[config.mk]
export PLATFORM = sky130hd
export DESIGN_NAME = c_subset_lexer
export DESIGN_NICKNAME = d
export VERILOG_FILES = /design/src/rtl/core/lcx_pkg.sv /design/src/rtl/core/lcx_scan.sv /design/src/rtl/core/lcx_tokq.sv /design/src/rtl/core/c_subset_lexer.sv
export SDC_FILE = /design/constraint.sdc
export NUM_CORES = 1
export LEC_CHECK = 0
export BUFFER_PORTS_ARGS = -buffer_cell sky130_fd_sc_hd__buf_4
export CAP_MARGIN = 20
export CORE_MARGIN = 4
export CORE_UTILIZATION = 28
export CTS_BUF_LIST = sky130_fd_sc_hd__clkbuf_2 sky130_fd_sc_hd__clkbuf_4 sky130_fd_sc_hd__clkbuf_8
export CTS_CLUSTER_DIAMETER = 200
export CTS_CLUSTER_SIZE = 20
export DETAILED_ROUTE_END_ITERATION = 10
export PLACE_DENSITY = 0.54
export SLEW_MARGIN = 20
export SYNTH_ARGS = -nofsm -noshare
export SYNTH_HDL_FRONTEND = slang
export SYNTH_SLANG_ARGS = --single-unit
export TNS_END_PERCENT = 20
[constraint.sdc]
create_clock -name clk -period 11 [get_ports clk]
set_input_delay 0.55 -clock clk [delete_from_list [all_inputs] [get_ports clk]]
set_output_delay 0.55 -clock clk [all_outputs]
set_load 0.005 [all_outputs]
[src/rtl/core/lcx_pkg.sv]
// Shared types, codes and character helpers for the C subset lexer.
package lcx_pkg;

  localparam int IDENT_CHARS_KEPT = 8;

  localparam int NUM_W   = 63;
  localparam int TEXT_W  = 64;
  localparam int LEN_W   = 8;
  localparam int PUNCT_W = 5;
  localparam int KW_W    = 2;
  localparam int SLOTS   = 3;   // most tokens one character can cause
  localparam int SLOT_W  = 2;
  localparam int TQ_DEPTH = 2;  // step records held between lexer and serializer
  localparam int TQ_AW    = 1;
  localparam int TQ_CW    = 2;

  localparam logic [NUM_W-1:0] NUM_MAX = '1;

  typedef enum logic [2:0] {
    TK_NUM   = 3'd0,
    TK_SYM   = 3'd1,
    TK_IDENT = 3'd2,
    TK_KW    = 3'd3,
    TK_EOF   = 3'd4,
    TK_ERR   = 3'd5
  } tok_kind_t;

  // Punctuator codes
  localparam logic [PUNCT_W-1:0] PC_PLUS   = 5'd0;
  localparam logic [PUNCT_W-1:0] PC_MINUS  = 5'd1;
  localparam logic [PUNCT_W-1:0] PC_AMP    = 5'd2;
  localparam logic [PUNCT_W-1:0] PC_STAR   = 5'd3;
  localparam logic [PUNCT_W-1:0] PC_SLASH  = 5'd4;
  localparam logic [PUNCT_W-1:0] PC_LPAREN = 5'd5;
  localparam logic [PUNCT_W-1:0] PC_RPAREN = 5'd6;
  localparam logic [PUNCT_W-1:0] PC_LT     = 5'd7;
  localparam logic [PUNCT_W-1:0] PC_GT     = 5'd8;
  localparam logic [PUNCT_W-1:0] PC_SEMI   = 5'd9;
  localparam logic [PUNCT_W-1:0] PC_ASSIGN = 5'd10;
  localparam logic [PUNCT_W-1:0] PC_LBRACE = 5'd11;
  localparam logic [PUNCT_W-1:0] PC_RBRACE = 5'd12;
  localparam logic [PUNCT_W-1:0] PC_COMMA  = 5'd13;
  localparam logic [PUNCT_W-1:0] PC_LE     = 5'd14;  // then >=, !=, == in held order

  // Keyword codes
  localparam logic [KW_W-1:0] KWC_RETURN = 2'd0;
  localparam logic [KW_W-1:0] KWC_WHILE  = 2'd1;
  localparam logic [KW_W-1:0] KWC_FOR    = 2'd2;
  localparam logic [KW_W-1:0] KWC_INT    = 2'd3;

  // Keyword spellings packed first byte lowest
  localparam logic [TEXT_W-1:0] KWT_RETURN = 64'h0000_6E72_7574_6572;
  localparam logic [TEXT_W-1:0] KWT_WHILE  = 64'h0000_0065_6C69_6877;
  localparam logic [TEXT_W-1:0] KWT_FOR    = 64'h0000_0000_0072_6F66;
  localparam logic [TEXT_W-1:0] KWT_INT    = 64'h0000_0000_0074_6E69;

  // Character codes
  localparam logic [7:0] CH_NUL    = 8'h00;
  localparam logic [7:0] CH_TAB    = 8'h09;
  localparam logic [7:0] CH_CR     = 8'h0D;
  localparam logic [7:0] CH_SPACE  = 8'h20;
  localparam logic [7:0] CH_BANG   = 8'h21;
  localparam logic [7:0] CH_AMP    = 8'h26;
  localparam logic [7:0] CH_LPAREN = 8'h28;
  localparam logic [7:0] CH_RPAREN = 8'h29;
  localparam logic [7:0] CH_STAR   = 8'h2A;
  localparam logic [7:0] CH_PLUS   = 8'h2B;
  localparam logic [7:0] CH_COMMA  = 8'h2C;
  localparam logic [7:0] CH_MINUS  = 8'h2D;
  localparam logic [7:0] CH_SLASH  = 8'h2F;
  localparam logic [7:0] CH_ZERO   = 8'h30;
  localparam logic [7:0] CH_NINE   = 8'h39;
  localparam logic [7:0] CH_SEMI   = 8'h3B;
  localparam logic [7:0] CH_LT     = 8'h3C;
  localparam logic [7:0] CH_EQ     = 8'h3D;
  localparam logic [7:0] CH_GT     = 8'h3E;
  localparam logic [7:0] CH_UP_A   = 8'h41;
  localparam logic [7:0] CH_UP_Z   = 8'h5A;
  localparam logic [7:0] CH_USCORE = 8'h5F;
  localparam logic [7:0] CH_LO_A   = 8'h61;
  localparam logic [7:0] CH_LO_Z   = 8'h7A;
  localparam logic [7:0] CH_LBRACE = 8'h7B;
  localparam logic [7:0] CH_RBRACE = 8'h7D;

  // One lexing step: up to three tokens, at most one number and one identifier
  typedef struct packed {
    logic [SLOT_W-1:0]               cnt;
    tok_kind_t [SLOTS-1:0]           kind;
    logic [SLOTS-1:0][PUNCT_W-1:0]   punct;
    logic [KW_W-1:0]                 kw;
    logic [NUM_W-1:0]                num;
    logic [TEXT_W-1:0]               text;
    logic [LEN_W-1:0]                len;
  } step_rec_t;

  function automatic logic is_digit(input logic [7:0] c);
    return (c >= CH_ZERO) && (c <= CH_NINE);
  endfunction

  function automatic logic is_alpha(input logic [7:0] c);
    return ((c >= CH_LO_A) && (c <= CH_LO_Z)) || ((c >= CH_UP_A) && (c <= CH_UP_Z));
  endfunction

  function automatic logic is_space(input logic [7:0] c);
    return (c == CH_SPACE) || ((c >= CH_TAB) && (c <= CH_CR));
  endfunction

  // {hit, code} for the single-character punctuators that need no lookahead
  function automatic logic [PUNCT_W:0] single_punct(input logic [7:0] c);
    logic [PUNCT_W:0] r;
    r = '0;
    unique case (c)
      CH_PLUS:   r = {1'b1, PC_PLUS};
      CH_MINUS:  r = {1'b1, PC_MINUS};
      CH_AMP:    r = {1'b1, PC_AMP};
      CH_STAR:   r = {1'b1, PC_STAR};
      CH_SLASH:  r = {1'b1, PC_SLASH};
      CH_LPAREN: r = {1'b1, PC_LPAREN};
      CH_RPAREN: r = {1'b1, PC_RPAREN};
      CH_SEMI:   r = {1'b1, PC_SEMI};
      CH_LBRACE: r = {1'b1, PC_LBRACE};
      CH_RBRACE: r = {1'b1, PC_RBRACE};
      CH_COMMA:  r = {1'b1, PC_COMMA};
      default:   r = '0;
    endcase
    return r;
  endfunction

  // {hit, code} of a finished identifier against the keyword list
  function automatic logic [KW_W:0] kw_lookup(input logic [TEXT_W-1:0] txt,
                                              input logic [LEN_W-1:0]  len);
    logic [KW_W:0] r;
    r = '0;
    priority if (len == 8'd6 && txt == KWT_RETURN) r = {1'b1, KWC_RETURN};
    else if (len == 8'd5 && txt == KWT_WHILE)      r = {1'b1, KWC_WHILE};
    else if (len == 8'd3 && txt == KWT_FOR)        r = {1'b1, KWC_FOR};
    else if (len == 8'd3 && txt == KWT_INT)        r = {1'b1, KWC_INT};
    else                                           r = '0;
    return r;
  endfunction

endpackage

[src/rtl/core/lcx_scan.sv]
// Input register and lexer state machine: turns one character into at most one step record.
module lcx_scan (
  input  logic                clk,
  input  logic                rst_n,
  input  logic                in_valid,
  output logic                in_ready,
  input  logic [7:0]          in_ch,
  input  logic                in_last,
  input  logic                q_room,
  output logic                rec_push,
  output lcx_pkg::step_rec_t  rec
);
  import lcx_pkg::*;

  typedef enum logic [2:0] {
    MODE_IDLE  = 3'd0,
    MODE_NUM   = 3'd1,
    MODE_IDENT = 3'd2,
    MODE_HELD  = 3'd3,
    MODE_ERROR = 3'd4
  } lex_mode_t;

  typedef enum logic [1:0] {
    OP_LT   = 2'd0,
    OP_GT   = 2'd1,
    OP_BANG = 2'd2,
    OP_EQ   = 2'd3
  } held_op_t;

  logic                 iv_r;
  logic [7:0]           ich_r;
  logic                 ilast_r;

  lex_mode_t            mode_r, mode_nxt;
  held_op_t             held_r, held_nxt;
  logic [NUM_W-1:0]     acc_r, acc_nxt;
  logic [TEXT_W-1:0]    buf_r, buf_nxt;
  logic [LEN_W-1:0]     cnt_r, cnt_nxt;

  logic                 step_go;
  logic                 text_end;
  logic [NUM_W+3:0]     acc_x10;
  logic [3:0]           dig;
  logic [TEXT_W-1:0]    buf_app;
  logic [PUNCT_W:0]     sp;
  logic [KW_W:0]        kwl;
  step_rec_t            rec_v;

  assign step_go  = iv_r && q_room;
  assign in_ready = !iv_r || q_room;
  assign text_end = ilast_r || (ich_r == CH_NUL);
  assign dig      = 4'(ich_r - CH_ZERO);
  assign acc_x10  = {1'b0, acc_r, 3'b000} + {3'b000, acc_r, 1'b0} + {{NUM_W{1'b0}}, dig};
  assign sp       = single_punct(ich_r);

  // Append one byte at the current length while it is among the kept bytes
  always_comb begin
    buf_app = buf_r;
    for (int b = 0; b < IDENT_CHARS_KEPT; b++) begin
      if (cnt_r == LEN_W'(b)) buf_app[8*b +: 8] = ich_r;
    end
  end

  always_comb begin
    logic       do_start;
    logic [1:0] n;
    mode_nxt = mode_r;
    held_nxt = held_r;
    acc_nxt  = acc_r;
    buf_nxt  = buf_r;
    cnt_nxt  = cnt_r;
    do_start = 1'b0;
    n        = '0;
    rec_v       = '0;
    rec_v.num   = acc_r;
    rec_v.text  = buf_r;
    rec_v.len   = cnt_r;

    if (mode_r == MODE_ERROR) begin
      // drop everything until end of text
      if (text_end) mode_nxt = MODE_IDLE;
    end else begin
      if (ich_r != CH_NUL) begin
        unique case (mode_r)
          MODE_NUM: begin
            if (is_digit(ich_r)) begin
              acc_nxt = (acc_x10 > {4'b0000, NUM_MAX}) ? NUM_MAX : acc_x10[NUM_W-1:0];
            end else begin
              rec_v.kind[n] = TK_NUM;
              n = n + 2'd1;
              mode_nxt = MODE_IDLE;
              do_start = 1'b1;
            end
          end
          MODE_IDENT: begin
            if (is_alpha(ich_r) || is_digit(ich_r) || ich_r == CH_USCORE) begin
              buf_nxt = buf_app;
              cnt_nxt = (cnt_r == '1) ? cnt_r : cnt_r + 8'd1;
            end else begin
              rec_v.kind[n] = TK_IDENT;
              n = n + 2'd1;
              mode_nxt = MODE_IDLE;
              do_start = 1'b1;
            end
          end
          MODE_HELD: begin
            if (ich_r == CH_EQ) begin
              rec_v.kind[n]  = TK_SYM;
              rec_v.punct[n] = PC_LE + {3'b000, held_r};
              n = n + 2'd1;
              mode_nxt = MODE_IDLE;
            end else if (held_r == OP_BANG) begin
              // lone bang: error, and this character is dropped
              rec_v.kind[n] = TK_ERR;
              n = n + 2'd1;
              mode_nxt = MODE_ERROR;
            end else begin
              rec_v.kind[n]  = TK_SYM;
              rec_v.punct[n] = (held_r == OP_LT) ? PC_LT :
                               (held_r == OP_GT) ? PC_GT : PC_ASSIGN;
              n = n + 2'd1;
              mode_nxt = MODE_IDLE;
              do_start = 1'b1;
            end
          end
          default: begin
            mode_nxt = MODE_IDLE;
            do_start = 1'b1;
          end
        endcase

        if (do_start) begin
          priority if (is_space(ich_r)) begin
            mode_nxt = MODE_IDLE;
          end else if (is_digit(ich_r)) begin
            acc_nxt  = {{(NUM_W-4){1'b0}}, dig};
            mode_nxt = MODE_NUM;
          end else if (is_alpha(ich_r) || ich_r == CH_USCORE) begin
            buf_nxt  = {{(TEXT_W-8){1'b0}}, ich_r};
            cnt_nxt  = 8'd1;
            mode_nxt = MODE_IDENT;
          end else if (ich_r == CH_LT || ich_r == CH_GT || ich_r == CH_BANG ||
                       ich_r == CH_EQ) begin
            held_nxt = (ich_r == CH_LT) ? OP_LT :
                       (ich_r == CH_GT) ? OP_GT :
                       (ich_r == CH_BANG) ? OP_BANG : OP_EQ;
            mode_nxt = MODE_HELD;
          end else if (sp[PUNCT_W]) begin
            rec_v.kind[n]  = TK_SYM;
            rec_v.punct[n] = sp[PUNCT_W-1:0];
            n = n + 2'd1;
            mode_nxt = MODE_IDLE;
          end else begin
            rec_v.kind[n] = TK_ERR;
            n = n + 2'd1;
            mode_nxt = MODE_ERROR;
          end
        end
      end

      // End of text: flush the pending token, then end of file unless the step ended in error
      if (text_end) begin
        unique case (mode_nxt)
          MODE_NUM: begin
            rec_v.kind[n] = TK_NUM;
            rec_v.num     = acc_nxt;
            n = n + 2'd1;
          end
          MODE_IDENT: begin
            rec_v.kind[n] = TK_IDENT;
            rec_v.text    = buf_nxt;
            rec_v.len     = cnt_nxt;
            n = n + 2'd1;
          end
          MODE_HELD: begin
            if (held_nxt == OP_BANG) begin
              rec_v.kind[n] = TK_ERR;
              mode_nxt = MODE_ERROR;
            end else begin
              rec_v.kind[n]  = TK_SYM;
              rec_v.punct[n] = (held_nxt == OP_LT) ? PC_LT :
                               (held_nxt == OP_GT) ? PC_GT : PC_ASSIGN;
            end
            n = n + 2'd1;
          end
          default: ;
        endcase
        if (mode_nxt != MODE_ERROR) begin
          rec_v.kind[n] = TK_EOF;
          n = n + 2'd1;
        end
        mode_nxt = MODE_IDLE;
      end
    end

    // Promote the identifier of this step to a keyword where it matches
    kwl = kw_lookup(rec_v.text, rec_v.len);
    rec_v.kw = kwl[KW_W-1:0];
    for (int s = 0; s < SLOTS; s++) begin
      if (rec_v.kind[s] == TK_IDENT && kwl[KW_W]) rec_v.kind[s] = TK_KW;
    end
    rec_v.cnt = n;
  end

  assign rec_push = step_go && (rec_v.cnt != '0);
  assign rec      = rec_v;

  always_ff @(posedge clk) begin
    if (!rst_n) begin
      iv_r   <= 1'b0;
      mode_r <= MODE_IDLE;
      held_r <= OP_LT;
      acc_r  <= '0;
      buf_r  <= '0;
      cnt_r  <= '0;
    end else begin
      if (in_ready) iv_r <= in_valid;
      if (step_go) begin
        mode_r <= mode_nxt;
        held_r <= held_nxt;
        acc_r  <= acc_nxt;
        buf_r  <= buf_nxt;
        cnt_r  <= cnt_nxt;
      end
    end
  end

  always_ff @(posedge clk) begin
    if (in_ready && in_valid) begin
      ich_r   <= in_ch;
      ilast_r <= in_last;
    end
  end

endmodule

[src/rtl/core/lcx_tokq.sv]
// Step record queue and serializer into the registered token output.
module lcx_tokq (
  input  logic                                clk,
  input  logic                                rst_n,
  input  logic                                rec_push,
  input  lcx_pkg::step_rec_t                  rec,
  output logic                                q_room,
  output logic                                out_valid,
  input  logic                                out_ready,
  output lcx_pkg::tok_kind_t                  out_kind,
  output logic [lcx_pkg::PUNCT_W-1:0]         out_punct,
  output logic [lcx_pkg::KW_W-1:0]            out_kw,
  output logic [lcx_pkg::NUM_W-1:0]           out_num,
  output logic [lcx_pkg::TEXT_W-1:0]          out_text,
  output logic [lcx_pkg::LEN_W-1:0]           out_len,
  output logic                                out_run_end
);
  import lcx_pkg::*;

  step_rec_t           mem [TQ_DEPTH];
  logic [TQ_AW-1:0]    wr_ptr_r, rd_ptr_r;
  logic [TQ_CW-1:0]    q_cnt_r, q_cnt_nxt;
  logic [SLOT_W-1:0]   idx_r;
  logic                ov_r;

  step_rec_t           head;
  tok_kind_t           hkind;
  logic                load;
  logic                last_tok;
  logic                pop;

  assign head     = mem[rd_ptr_r];
  assign hkind    = head.kind[idx_r];
  assign q_room   = (q_cnt_r != TQ_CW'(TQ_DEPTH));
  assign load     = (q_cnt_r != '0) && (!ov_r || out_ready);
  assign last_tok = (idx_r == head.cnt - 2'd1);
  assign pop      = load && last_tok;

  always_comb begin
    q_cnt_nxt = q_cnt_r;
    unique case ({rec_push, pop})
      2'b10:   q_cnt_nxt = q_cnt_r + 2'd1;
      2'b01:   q_cnt_nxt = q_cnt_r - 2'd1;
      default: q_cnt_nxt = q_cnt_r;
    endcase
  end

  always_ff @(posedge clk) begin
    if (rec_push) mem[wr_ptr_r] <= rec;
  end

  always_ff @(posedge clk) begin
    if (!rst_n) begin
      wr_ptr_r <= '0;
      rd_ptr_r <= '0;
      q_cnt_r  <= '0;
      idx_r    <= '0;
      ov_r     <= 1'b0;
    end else begin
      q_cnt_r <= q_cnt_nxt;
      if (rec_push) wr_ptr_r <= wr_ptr_r + 1'b1;
      if (pop) begin
        rd_ptr_r <= rd_ptr_r + 1'b1;
        idx_r    <= '0;
      end else if (load) begin
        idx_r <= idx_r + 2'd1;
      end
      if (load)           ov_r <= 1'b1;
      else if (out_ready) ov_r <= 1'b0;
    end
  end

  // Payload fields are zero except on the kinds that carry them
  always_ff @(posedge clk) begin
    if (load) begin
      out_kind    <= hkind;
      out_punct   <= (hkind == TK_SYM) ? head.punct[idx_r] : '0;
      out_kw      <= (hkind == TK_KW) ? head.kw : '0;
      out_num     <= (hkind == TK_NUM) ? head.num : '0;
      out_text    <= (hkind == TK_IDENT || hkind == TK_KW) ? head.text : '0;
      out_len     <= (hkind == TK_IDENT || hkind == TK_KW) ? head.len : '0;
      out_run_end <= last_tok;
    end
  end

  assign out_valid = ov_r;

endmodule

[src/rtl/core/c_subset_lexer.sv]
// Top level of the C subset lexer: stream ports, lexer stage and token serializer.
// A character passes the input register, the step record queue, then the token output register.
// Throughput: one character per cycle while each character causes at most one token and
// out_tready stays high; a character that causes k tokens (k up to 3) holds the output register
// until all k are taken, and input stalls once two step records wait in the queue.
// Reset (rst_n low, synchronous): lexer idle, queue empty, no output word valid.
module c_subset_lexer (
  input  logic          clk,
  input  logic          rst_n,
  // Source characters
  input  logic          in_tvalid,
  output logic          in_tready,
  input  logic [7:0]    in_tdata,   // [7:0] ch
  input  logic          in_tlast,   // last character of the text
  // Tokens
  output logic          out_tvalid,
  input  logic          out_tready,
  output logic [143:0]  out_tdata,  // [4:0] punct_code, [6:5] keyword_code,
                                    // [69:7] number_value, [133:70] ident_text,
                                    // [141:134] ident_length, [143:142] zero
  output logic [2:0]    out_tuser,  // [2:0] token_kind
  output logic          out_tlast   // run_end: last token caused by one character
);
  import lcx_pkg::*;

  logic                  q_room;
  logic                  rec_push;
  step_rec_t             rec;
  tok_kind_t             tok_kind;
  logic [PUNCT_W-1:0]    tok_punct;
  logic [KW_W-1:0]       tok_kw;
  logic [NUM_W-1:0]      tok_num;
  logic [TEXT_W-1:0]     tok_text;
  logic [LEN_W-1:0]      tok_len;

  // Register the character, advance the lexer and build a step record
  lcx_scan u_scan (
    .clk      (clk),
    .rst_n    (rst_n),
    .in_valid (in_tvalid),
    .in_ready (in_tready),
    .in_ch    (in_tdata),
    .in_last  (in_tlast),
    .q_room   (q_room),
    .rec_push (rec_push),
    .rec      (rec)
  );

  // Hold step records and hand out their tokens one word at a time
  lcx_tokq u_tokq (
    .clk         (clk),
    .rst_n       (rst_n),
    .rec_push    (rec_push),
    .rec         (rec),
    .q_room      (q_room),
    .out_valid   (out_tvalid),
    .out_ready   (out_tready),
    .out_kind    (tok_kind),
    .out_punct   (tok_punct),
    .out_kw      (tok_kw),
    .out_num     (tok_num),
    .out_text    (tok_text),
    .out_len     (tok_len),
    .out_run_end (out_tlast)
  );

  // Pack the word, first field lowest, padded to whole bytes
  assign out_tdata = {2'b00, tok_len, tok_text, tok_num, tok_kw, tok_punct};
  assign out_tuser = tok_kind;

endmodule

==> impl_metrics.py, run 1 <==
metrics = {
    "synth": {
        "synthSimpleGateAreaFrac": 0.145,
        "synth_compound_area_frac": 0.148,
        "syn_inst": 2908,
        "ys_warn_count": 0,
        "synth.area.top_cells": "edfxtp_1 (45%), dfxtp_1 (9.5%), ha_1 (5.5%), mux2i_1 (5.1%), nand2_1 (4.0%)",
        "netlist_area_um2": 31500,
        "async_reset_ff_frac": 0,
        "syn_avg_cell_area_um2": 10.8,
        "seq_area_frac_synth": 0.547,
        "yosysTopAreaCell": "edfxtp_1",
        "ys_seq_elements": 624,
        "synth_top_family_by_area": "compound AO/OA/AOI/OAI gates",
        "synth_xor_area_frac": 0.0178,
        "synth_fa_ha_area_frac": 0.0561,
        "synthDistinctLibCells": 101,
        "synth_edf_count": 475,
        "synth_top_area_share": 0.453,
        "synthTopCellsByCount": "edfxtp_1 (475), nand2_1 (335), nor2_1 (329)",
        "synth_flop_cell": "edfxtp_1",
        "synth.most_common_cell": "edfxtp_1",
        "synthMuxAreaShare": 0.0580,
    },
    "power": {
        "ir_worst_vdd_mv": 0.128,
        "leakage_nw": 12.5,
        "p_int_w": 0.00347,
        "clockPowerShare": 0.248,
        "net-switching-power_w": 0.00129,
        "power_frac_comb": 0.158,
        "finalPower_w": 0.00476,
        "power_frac_seq": 0.595,
        "swShare": 0.272,
        "cellPowerDensity_nw_per_um2": 136,
    },
    "global_route": {
        "grt_pass1_vias": 21800,
        "grtUsageTotal": 0.147,
        "grt_pass1_wl_mm": 135,
        "grt_max_degree": 97,
        "antenna_found_initial": 4,
        "gr-total-overflow": 0,
    },
    "worst_setup_path": {
        "crit_fanout": 52,
        "crit_path_start_kind": "flop",
        "worstSetupPathType": "flop to flop",
        "cp-startpoint": "u_scan.ich_r[3]",
        "r2r_start": "u_scan.ich_r[3]",
        "reg2reg_to": "u_tokq.mem[0][72]",
        "r2r_setup_slack_ns": 4.79,
        "worstPathArrival_ns": 6.57,
        "cp-endpoint": "u_tokq.mem[0][72]",
        "critPathCaptureType": "flop",
        "required_ns": 11.36,
        "reg2regPathDepth": 19,
    },
    "floorplan": {
        "num_rows": 122,
        "dieHeight_um": 343,
        "die_w_um": 343,
        "initial_utilization": 0.284,
        "core_area_um2": 111000,
        "ios": 163,
        "die-area_um2": 118000,
    },
    "timing": {
        "timing.final.max_slew_violations": 0,
        "tns_ns": 0,
        "fmax_mhz": 161,
        "worstMarginPinSlew_ns": 1.16,
        "rsz0062_at_grt": "no",
        "relSlewSlack": 0.220,
        "finalHoldViolCount": 0,
        "finalCriticalPeriod_ns": 6.21,
        "setup_viol": 0,
        "period_share": 0.565,
        "clock_skew_ns": 0.0441,
    },
    "finish": {
        "multiInputGateArea_um2": 13400,
        "final_net_count": 3129,
        "antennaDiodeCount": 0,
        "nFillCells": 11500,
        "ff_latch_area_um2": 17300,
        "syn_to_final_growth_pct": 11.1,
        "drive_gt1_frac": 0.109,
    },
    "clocking": {
        "insertion_delay_ns": 0.70,
        "cts_tree": "done",
        "clk_path_buf_depth": 3,
        "numCtsBuffers": 37,
        "numClockSinks": 624,
        "root_buffer": "clkbuf_8",
        "htreeDepth": 2,
        "clk_pin_slew_ns": 0.16,
    },
    "routing": {
        "drt_iter0_markers": 2003,
        "wl_met2_mm": 39.0,
        "ant_nets": 0,
        "drc": 0,
        "routed_via_density": 5.06,
        "detail_route.first_pass.iterations": 6,
        "drt-met1-wl_mm": 42.4,
        "top_layer": "met5",
        "met3_length_mm": 5.92,
        "drt_wl_total_mm": 89.2,
        "wl_per_cell_um": 19.9,
        "vias": 22800,
    },
    "min_path": {
        "hold_class": "input pin to flop",
    },
    "place": {
        "hpwlAfterDp_mm": 61.7,
        "portBuffers": 160,
        "place_congestion": 0.883,
    },
    "status": {
        "status": "complete, no violations",
    },
    "flow_run": {
        "max_cap_viol_count": 0,
    },
}
metal layers:
layer / vias to the layer above / global-route usage
met5: - / 0
met4: 6 / 0.0334
met3: 103 / 0.0318
met2: 670 / 0.223
met1: 11100 / 0.213
li1: 10900 / -
stage by stage:
stage          setup slack (ns)  area, um^2  utilization  hold slack (ns)  instances
2_1_floorplan             0.423       31500            -            0.448       2909
3_3_place_gp               4.81       34200        0.308            0.472       4424
3_5_place_dp               4.77       34200        0.308            0.477       4424
4_1_cts                    4.74       35000        0.315           0.0370       4493
5_1_grt                    4.16       35000        0.315           0.0560       4493
6_report                   4.79       35000        0.315            0.104       4493
final cells by class:
class,instances,area share
timing repair buffer,197,0.0423
multi-input combinational,2066,0.384
sequential,624,0.493
tap,1488,0.0532
clock inverter,2,0.000679
inverter,50,0.00551
clock buffer,66,0.0211
how the worst min path moves through the flow:
stage | from | endpoint | slack [ns] | cells after the start
after floorplan | u_scan.buf_r[58] | u_scan.buf_r[58] | 0.45 | 2
after global placement | u_scan.buf_r[7] | u_scan.buf_r[7] | 0.47 | 1
after detailed placement | u_scan.buf_r[58] | u_scan.buf_r[58] | 0.48 | 2
after CTS | in_tdata[5] | u_scan.ich_r[5] | 0.04 | 1
after global routing | in_tdata[5] | u_scan.ich_r[5] | 0.06 | 1
final | in_tdata[5] | u_scan.ich_r[5] | 0.10 | 1
power groups by stage:
| stage | Clock (W) | Combinational, W | Sequential (W) |
|---|---|---|---|
| 3_5_place_dp | 0 | 0.000776 | 0.00289 |
| 5_1_grt | 0.00132 | 0.000828 | 0.00285 |
| 2_1_floorplan | 0 | 0.000385 | 0.00291 |
| 3_3_place_gp | 0 | 0.000775 | 0.00289 |
| 6_report | 0.00118 | 0.000751 | 0.00283 |
| 4_1_cts | 0.00123 | 0.000778 | 0.00284 |
registers in the layout, indices dropped and copies added, names as in the netlist, named ones only:
register and count:
u_tokq.mem 320, u_scan.buf_r 64, u_tokq.out_text 64, u_scan.acc_r 63, u_tokq.out_num 63, u_scan.cnt_r 8
u_scan.ich_r 8, u_tokq.out_len 8, u_tokq.out_punct 5, u_scan.mode_r 3, u_tokq.out_kind 3, u_scan.held_r 2
u_tokq.idx_r 2, u_tokq.out_kw 2, u_tokq.q_cnt_r 2, u_scan.ilast_r 1, u_scan.iv_r 1, u_tokq.out_run_end 1
u_tokq.out_valid 1, u_tokq.rd_ptr_r 1, u_tokq.wr_ptr_r 1
cell families (layout without fill, tap and decap cells):
family,count (synthesis),after routing
compound gates,692,692
fa+ha+maj,140,140
mux,173,173
flops,624,624
xor+xnor,63,63
buf+inv,219,315
other cells,1,2
simple gates,996,996
repair_timing:
action	CTS	global route
buffers inserted	0	0
hold buffers	1	0
endpoints found under the hold margin	1	0
resized for setup	0	0
worst max-delay path: stages, from the launching register on:
cell,delay [ns]
edfxtp_1,0.34
buf_4,0.38
inv_1,0.29
fa_1,0.65
inv_1,0.06
ha_1,0.30
a211oi_1,0.34
nor3_1,0.12
o41ai_1,0.44
a31oi_1,0.15
nor3b_1,0.21
buf_4,0.17
o21ai_0,0.17
a221oi_2,0.50
o21ai_0,0.20
mux2i_1,0.21
nand3_2,0.33
buf_4,0.44
o31ai_1,0.38
a31oi_1,0.15
layout by cell type (no fill, tap or decap), types with 44 or more instances in the layout:
master    synthesis  final
nand2_1         335    334
ha_1            138    138
nand3_1          50     49
o21ai_0         202    202
edfxtp_1        475    475
dfxtp_1         149    148
a22oi_1          44     44
buf_4             4    196
mux2i_1         159    159
a21oi_1         121    121
nor2b_1          65     65
inv_1            48     47
nor2_1          329    326
nor3_1           47     47
a21o_1           44     44
No activity file was read; power rests on OpenSTA's default activity.
==> run 2: changes to the inputs <==
ABC_AREA = 1   (was not set)
clock period = 5.5 ns   (was 11 ns; I/O delays follow)
==> run 2 against run 1 <==
Worst setup slack lost 4.3 ns; clock power grew 100%; total power grew to 2.9 times the previous value; core utilization shrank 0.097 points; count of clock-buffer cells in the layout shrank 3; sequential share of layout area shrank 6.8 points.
==> impl_metrics.py, run 2 <==
metrics = {
    "worst_setup_path": {
        "r2r_start": "u_scan.ich_r[3]",
        "cp-endpoint": "u_tokq.mem[0][113]",
        "reg2regPathDepth": 22,
        "cp-startpoint": "u_scan.ich_r[3]",
        "crit_path_start_kind": "flop",
        "worstPathArrival_ns": 5.42,
        "crit_fanout": 13,
        "reg2reg_to": "u_tokq.mem[0][113]",
        "r2r_setup_slack_ns": 0.54,
        "required_ns": 5.96,
        "critPathCaptureType": "flop",
        "worstSetupPathType": "flop to flop",
    },
    "timing": {
        "fin_ws_ns": 0.535,
        "period_share": 0.903,
        "worstMarginPinSlew_ns": 1.13,
        "fmax_mhz": 201,
        "timing.final.max_slew_violations": 0,
        "setup_viol": 0,
        "finalHoldViolCount": 0,
        "tns_ns": 0,
        "finalCriticalPeriod_ns": 4.96,
        "rsz0062_at_grt": "no",
        "clock_skew_ns": 0.0655,
        "relSlewSlack": 0.248,
        "whs_ns": 0.334,
    },
    "clocking": {
        "root_buffer": "clkbuf_8",
        "numClockSinks": 624,
        "cts_tree": "done",
        "clk_path_buf_depth": 3,
        "htreeDepth": 2,
        "clk_pin_slew_ns": 0.15,
        "insertion_delay_ns": 0.73,
        "cts_setup_buffers": 0,
        "numCtsBuffers": 37,
    },
    "routing": {
        "drt_wl_total_mm": 116,
        "wl_per_cell_um": 17.9,
        "ant_nets": 0,
        "detail_route.first_pass.iterations": 6,
        "drt_iter0_markers": 2919,
        "drc": 0,
        "vias": 31500,
        "routed_via_density": 4.88,
    },
    "synth": {
        "synth_fa_ha_area_frac": 0.0486,
        "synth_flop_cell": "edfxtp_1",
        "synth_compound_area_frac": 0.144,
        "synth.most_common_cell": "nand2_1",
        "synthDistinctLibCells": 62,
        "syn_inst": 4630,
        "synthMuxAreaShare": 0.00138,
        "async_reset_ff_frac": 0,
        "synth_xor_area_frac": 0.0144,
        "ys_warn_count": 0,
        "synth_edf_count": 475,
        "synthTopCellsByCount": "nand2_1 (1,418), edfxtp_1 (475), inv_1 (451)",
        "seq_area_frac_synth": 0.474,
        "synth_top_family_by_area": "simple AND/OR/NAND/NOR gates",
        "netlist_area_um2": 36400,
        "synthSimpleGateAreaFrac": 0.242,
        "synth.area.top_cells": "edfxtp_1 (39%), nand2_1 (15%), dfxtp_1 (8.2%), a21oi_1 (5.7%), ha_1 (4.7%)",
        "yosysTopAreaCell": "edfxtp_1",
        "ys_seq_elements": 624,
        "synth_top_area_share": 0.392,
        "syn_avg_cell_area_um2": 7.86,
    },
    "status": {
        "status": "complete, no violations",
    },
    "finish": {
        "fin_cells": 6451,
        "antennaDiodeCount": 0,
        "final_common_cell": "nand2_1",
        "final_net_count": 4834,
        "top_register": "u_tokq.mem",
        "final_cell_mix": "nand2_1 (1,412), edfxtp_1 (475), inv_1 (447)",
        "top_regs": "u_tokq.mem x320, u_scan.buf_r x64, u_tokq.out_text x64",
        "largest_register_ffs": 320,
        "drive_gt1_frac": 0.0815,
        "syn_to_final_growth_pct": 11.6,
        "fin_util": 0.314,
    },
    "min_path": {
        "hold_class": "input pin to flop",
        "min_from": "in_tlast",
    },
    "floorplan": {
        "initial_utilization": 0.281,
        "core_area_um2": 129000,
        "die-area_um2": 136000,
        "ios": 163,
        "die_w_um": 368,
        "dieHeight_um": 368,
        "num_rows": 132,
    },
    "power": {
        "leakage_nw": 16.8,
        "ir_worst_vdd_mv": 0.436,
        "cellPowerDensity_nw_per_um2": 342,
    },
    "global_route": {
        "grtUsageTotal": 0.164,
        "grt_pass1_vias": 29600,
        "grt_pass1_wl_mm": 179,
        "antenna_found_initial": 2,
        "grt_max_degree": 150,
        "gr-total-overflow": 0,
    },
    "place": {
        "place_worst_setup_slack_ns": 0.352,
        "dp.cells": 6372,
        "place_congestion": 0.955,
        "hpwlAfterDp_mm": 79.8,
        "portBuffers": 160,
    },
    "flow_run": {
        "max_cap_viol_count": 0,
    },
}
[run 2: cell type report]
| cell class | count | area, um^2 |
|---|---|---|
| fillers | 13700 | 88700 |
| flip-flops and latches | 624 | 17300 |
| multi-input cells | 3298 | 16600 |
| well taps | 1742 | 2180 |
| repair buffers | 247 | 2070 |
| inverters | 473 | 1790 |
| clock buffers | 63 | 704 |
| clock inverters | 4 | 41.3 |
[run 2: per-layer routing]
metal  vias to the layer above  global-route usage  part of all wire
li1                      15600                   -                 -
met1                     15000               0.223              0.45
met2                       783               0.283              0.48
met3                       137              0.0177             0.048
met4                         0              0.0356             0.021
met5                         -                   0                 0
[run 2: power breakdown]
group / total [W] / leakage, nW / switching (W) / internal (W)
logic: 0.00470 / 10.8 / 0.00310 / 0.00160
clock network: 0.00240 / 0.402 / 0.00157 / 0.000830
registers: 0.00677 / 5.69 / 0.000509 / 0.00626
[run 2: worst min path at each step]
stage	end	slack (ns)	cells after the start
finish	u_scan.ilast_r	0.33	2
global route	u_scan.ilast_r	0.27	2
global placement	u_scan.buf_r[7]	0.44	2
CTS	u_scan.ilast_r	0.25	2
floorplan	u_scan.ich_r[0]	0.37	0
detailed placement	u_scan.buf_r[7]	0.44	2
[run 2: repair_timing]
item / in CTS / in global routing
resized for setup: 0 / 1
hold buffers: 12 / 0
endpoints found under the setup margin: 0 / 17
hold endpoints to repair: 34 / 0
[run 2: cell families (layout without fill, tap and decap cells)]
group / after synthesis / in the layout
mux: 5 / 5
xor+xnor: 60 / 60
buf+inv: 709 / 787
compound gates: 941 / 941
fa+ha+maj: 140 / 140
simple gates: 2150 / 2150
flops: 624 / 624
other cells: 1 / 2
[run 2: critical path, cell delays in order (launching register included)]
cell and delay [ns]:
edfxtp_1 0.41, inv_1 0.31, fa_1 0.51, fa_1 0.47, inv_1 0.07, nand3_1 0.06
nand2_1 0.11, a21oi_1 0.10, o21ai_0 0.28, a21boi_1 0.18, o21bai_1 0.15, buf_4 0.15
nand2_1 0.05, nand2_1 0.19, nand2_1 0.12, o21ai_1 0.16, xor2_1 0.11, nor2_4 0.27
nand3_2 0.36, o21ai_0 0.41, nand3_1 0.11, nand2_1 0.08, inv_1 0.05
[run 2: metrics by stage]
step                cell area [um^2]  power (W)
finish                         40600     0.0139
global route                   40600     0.0148
CTS                            40600     0.0142
detailed placement             39700     0.0117
global placement               39700     0.0117
floorplan                      36500    0.00947
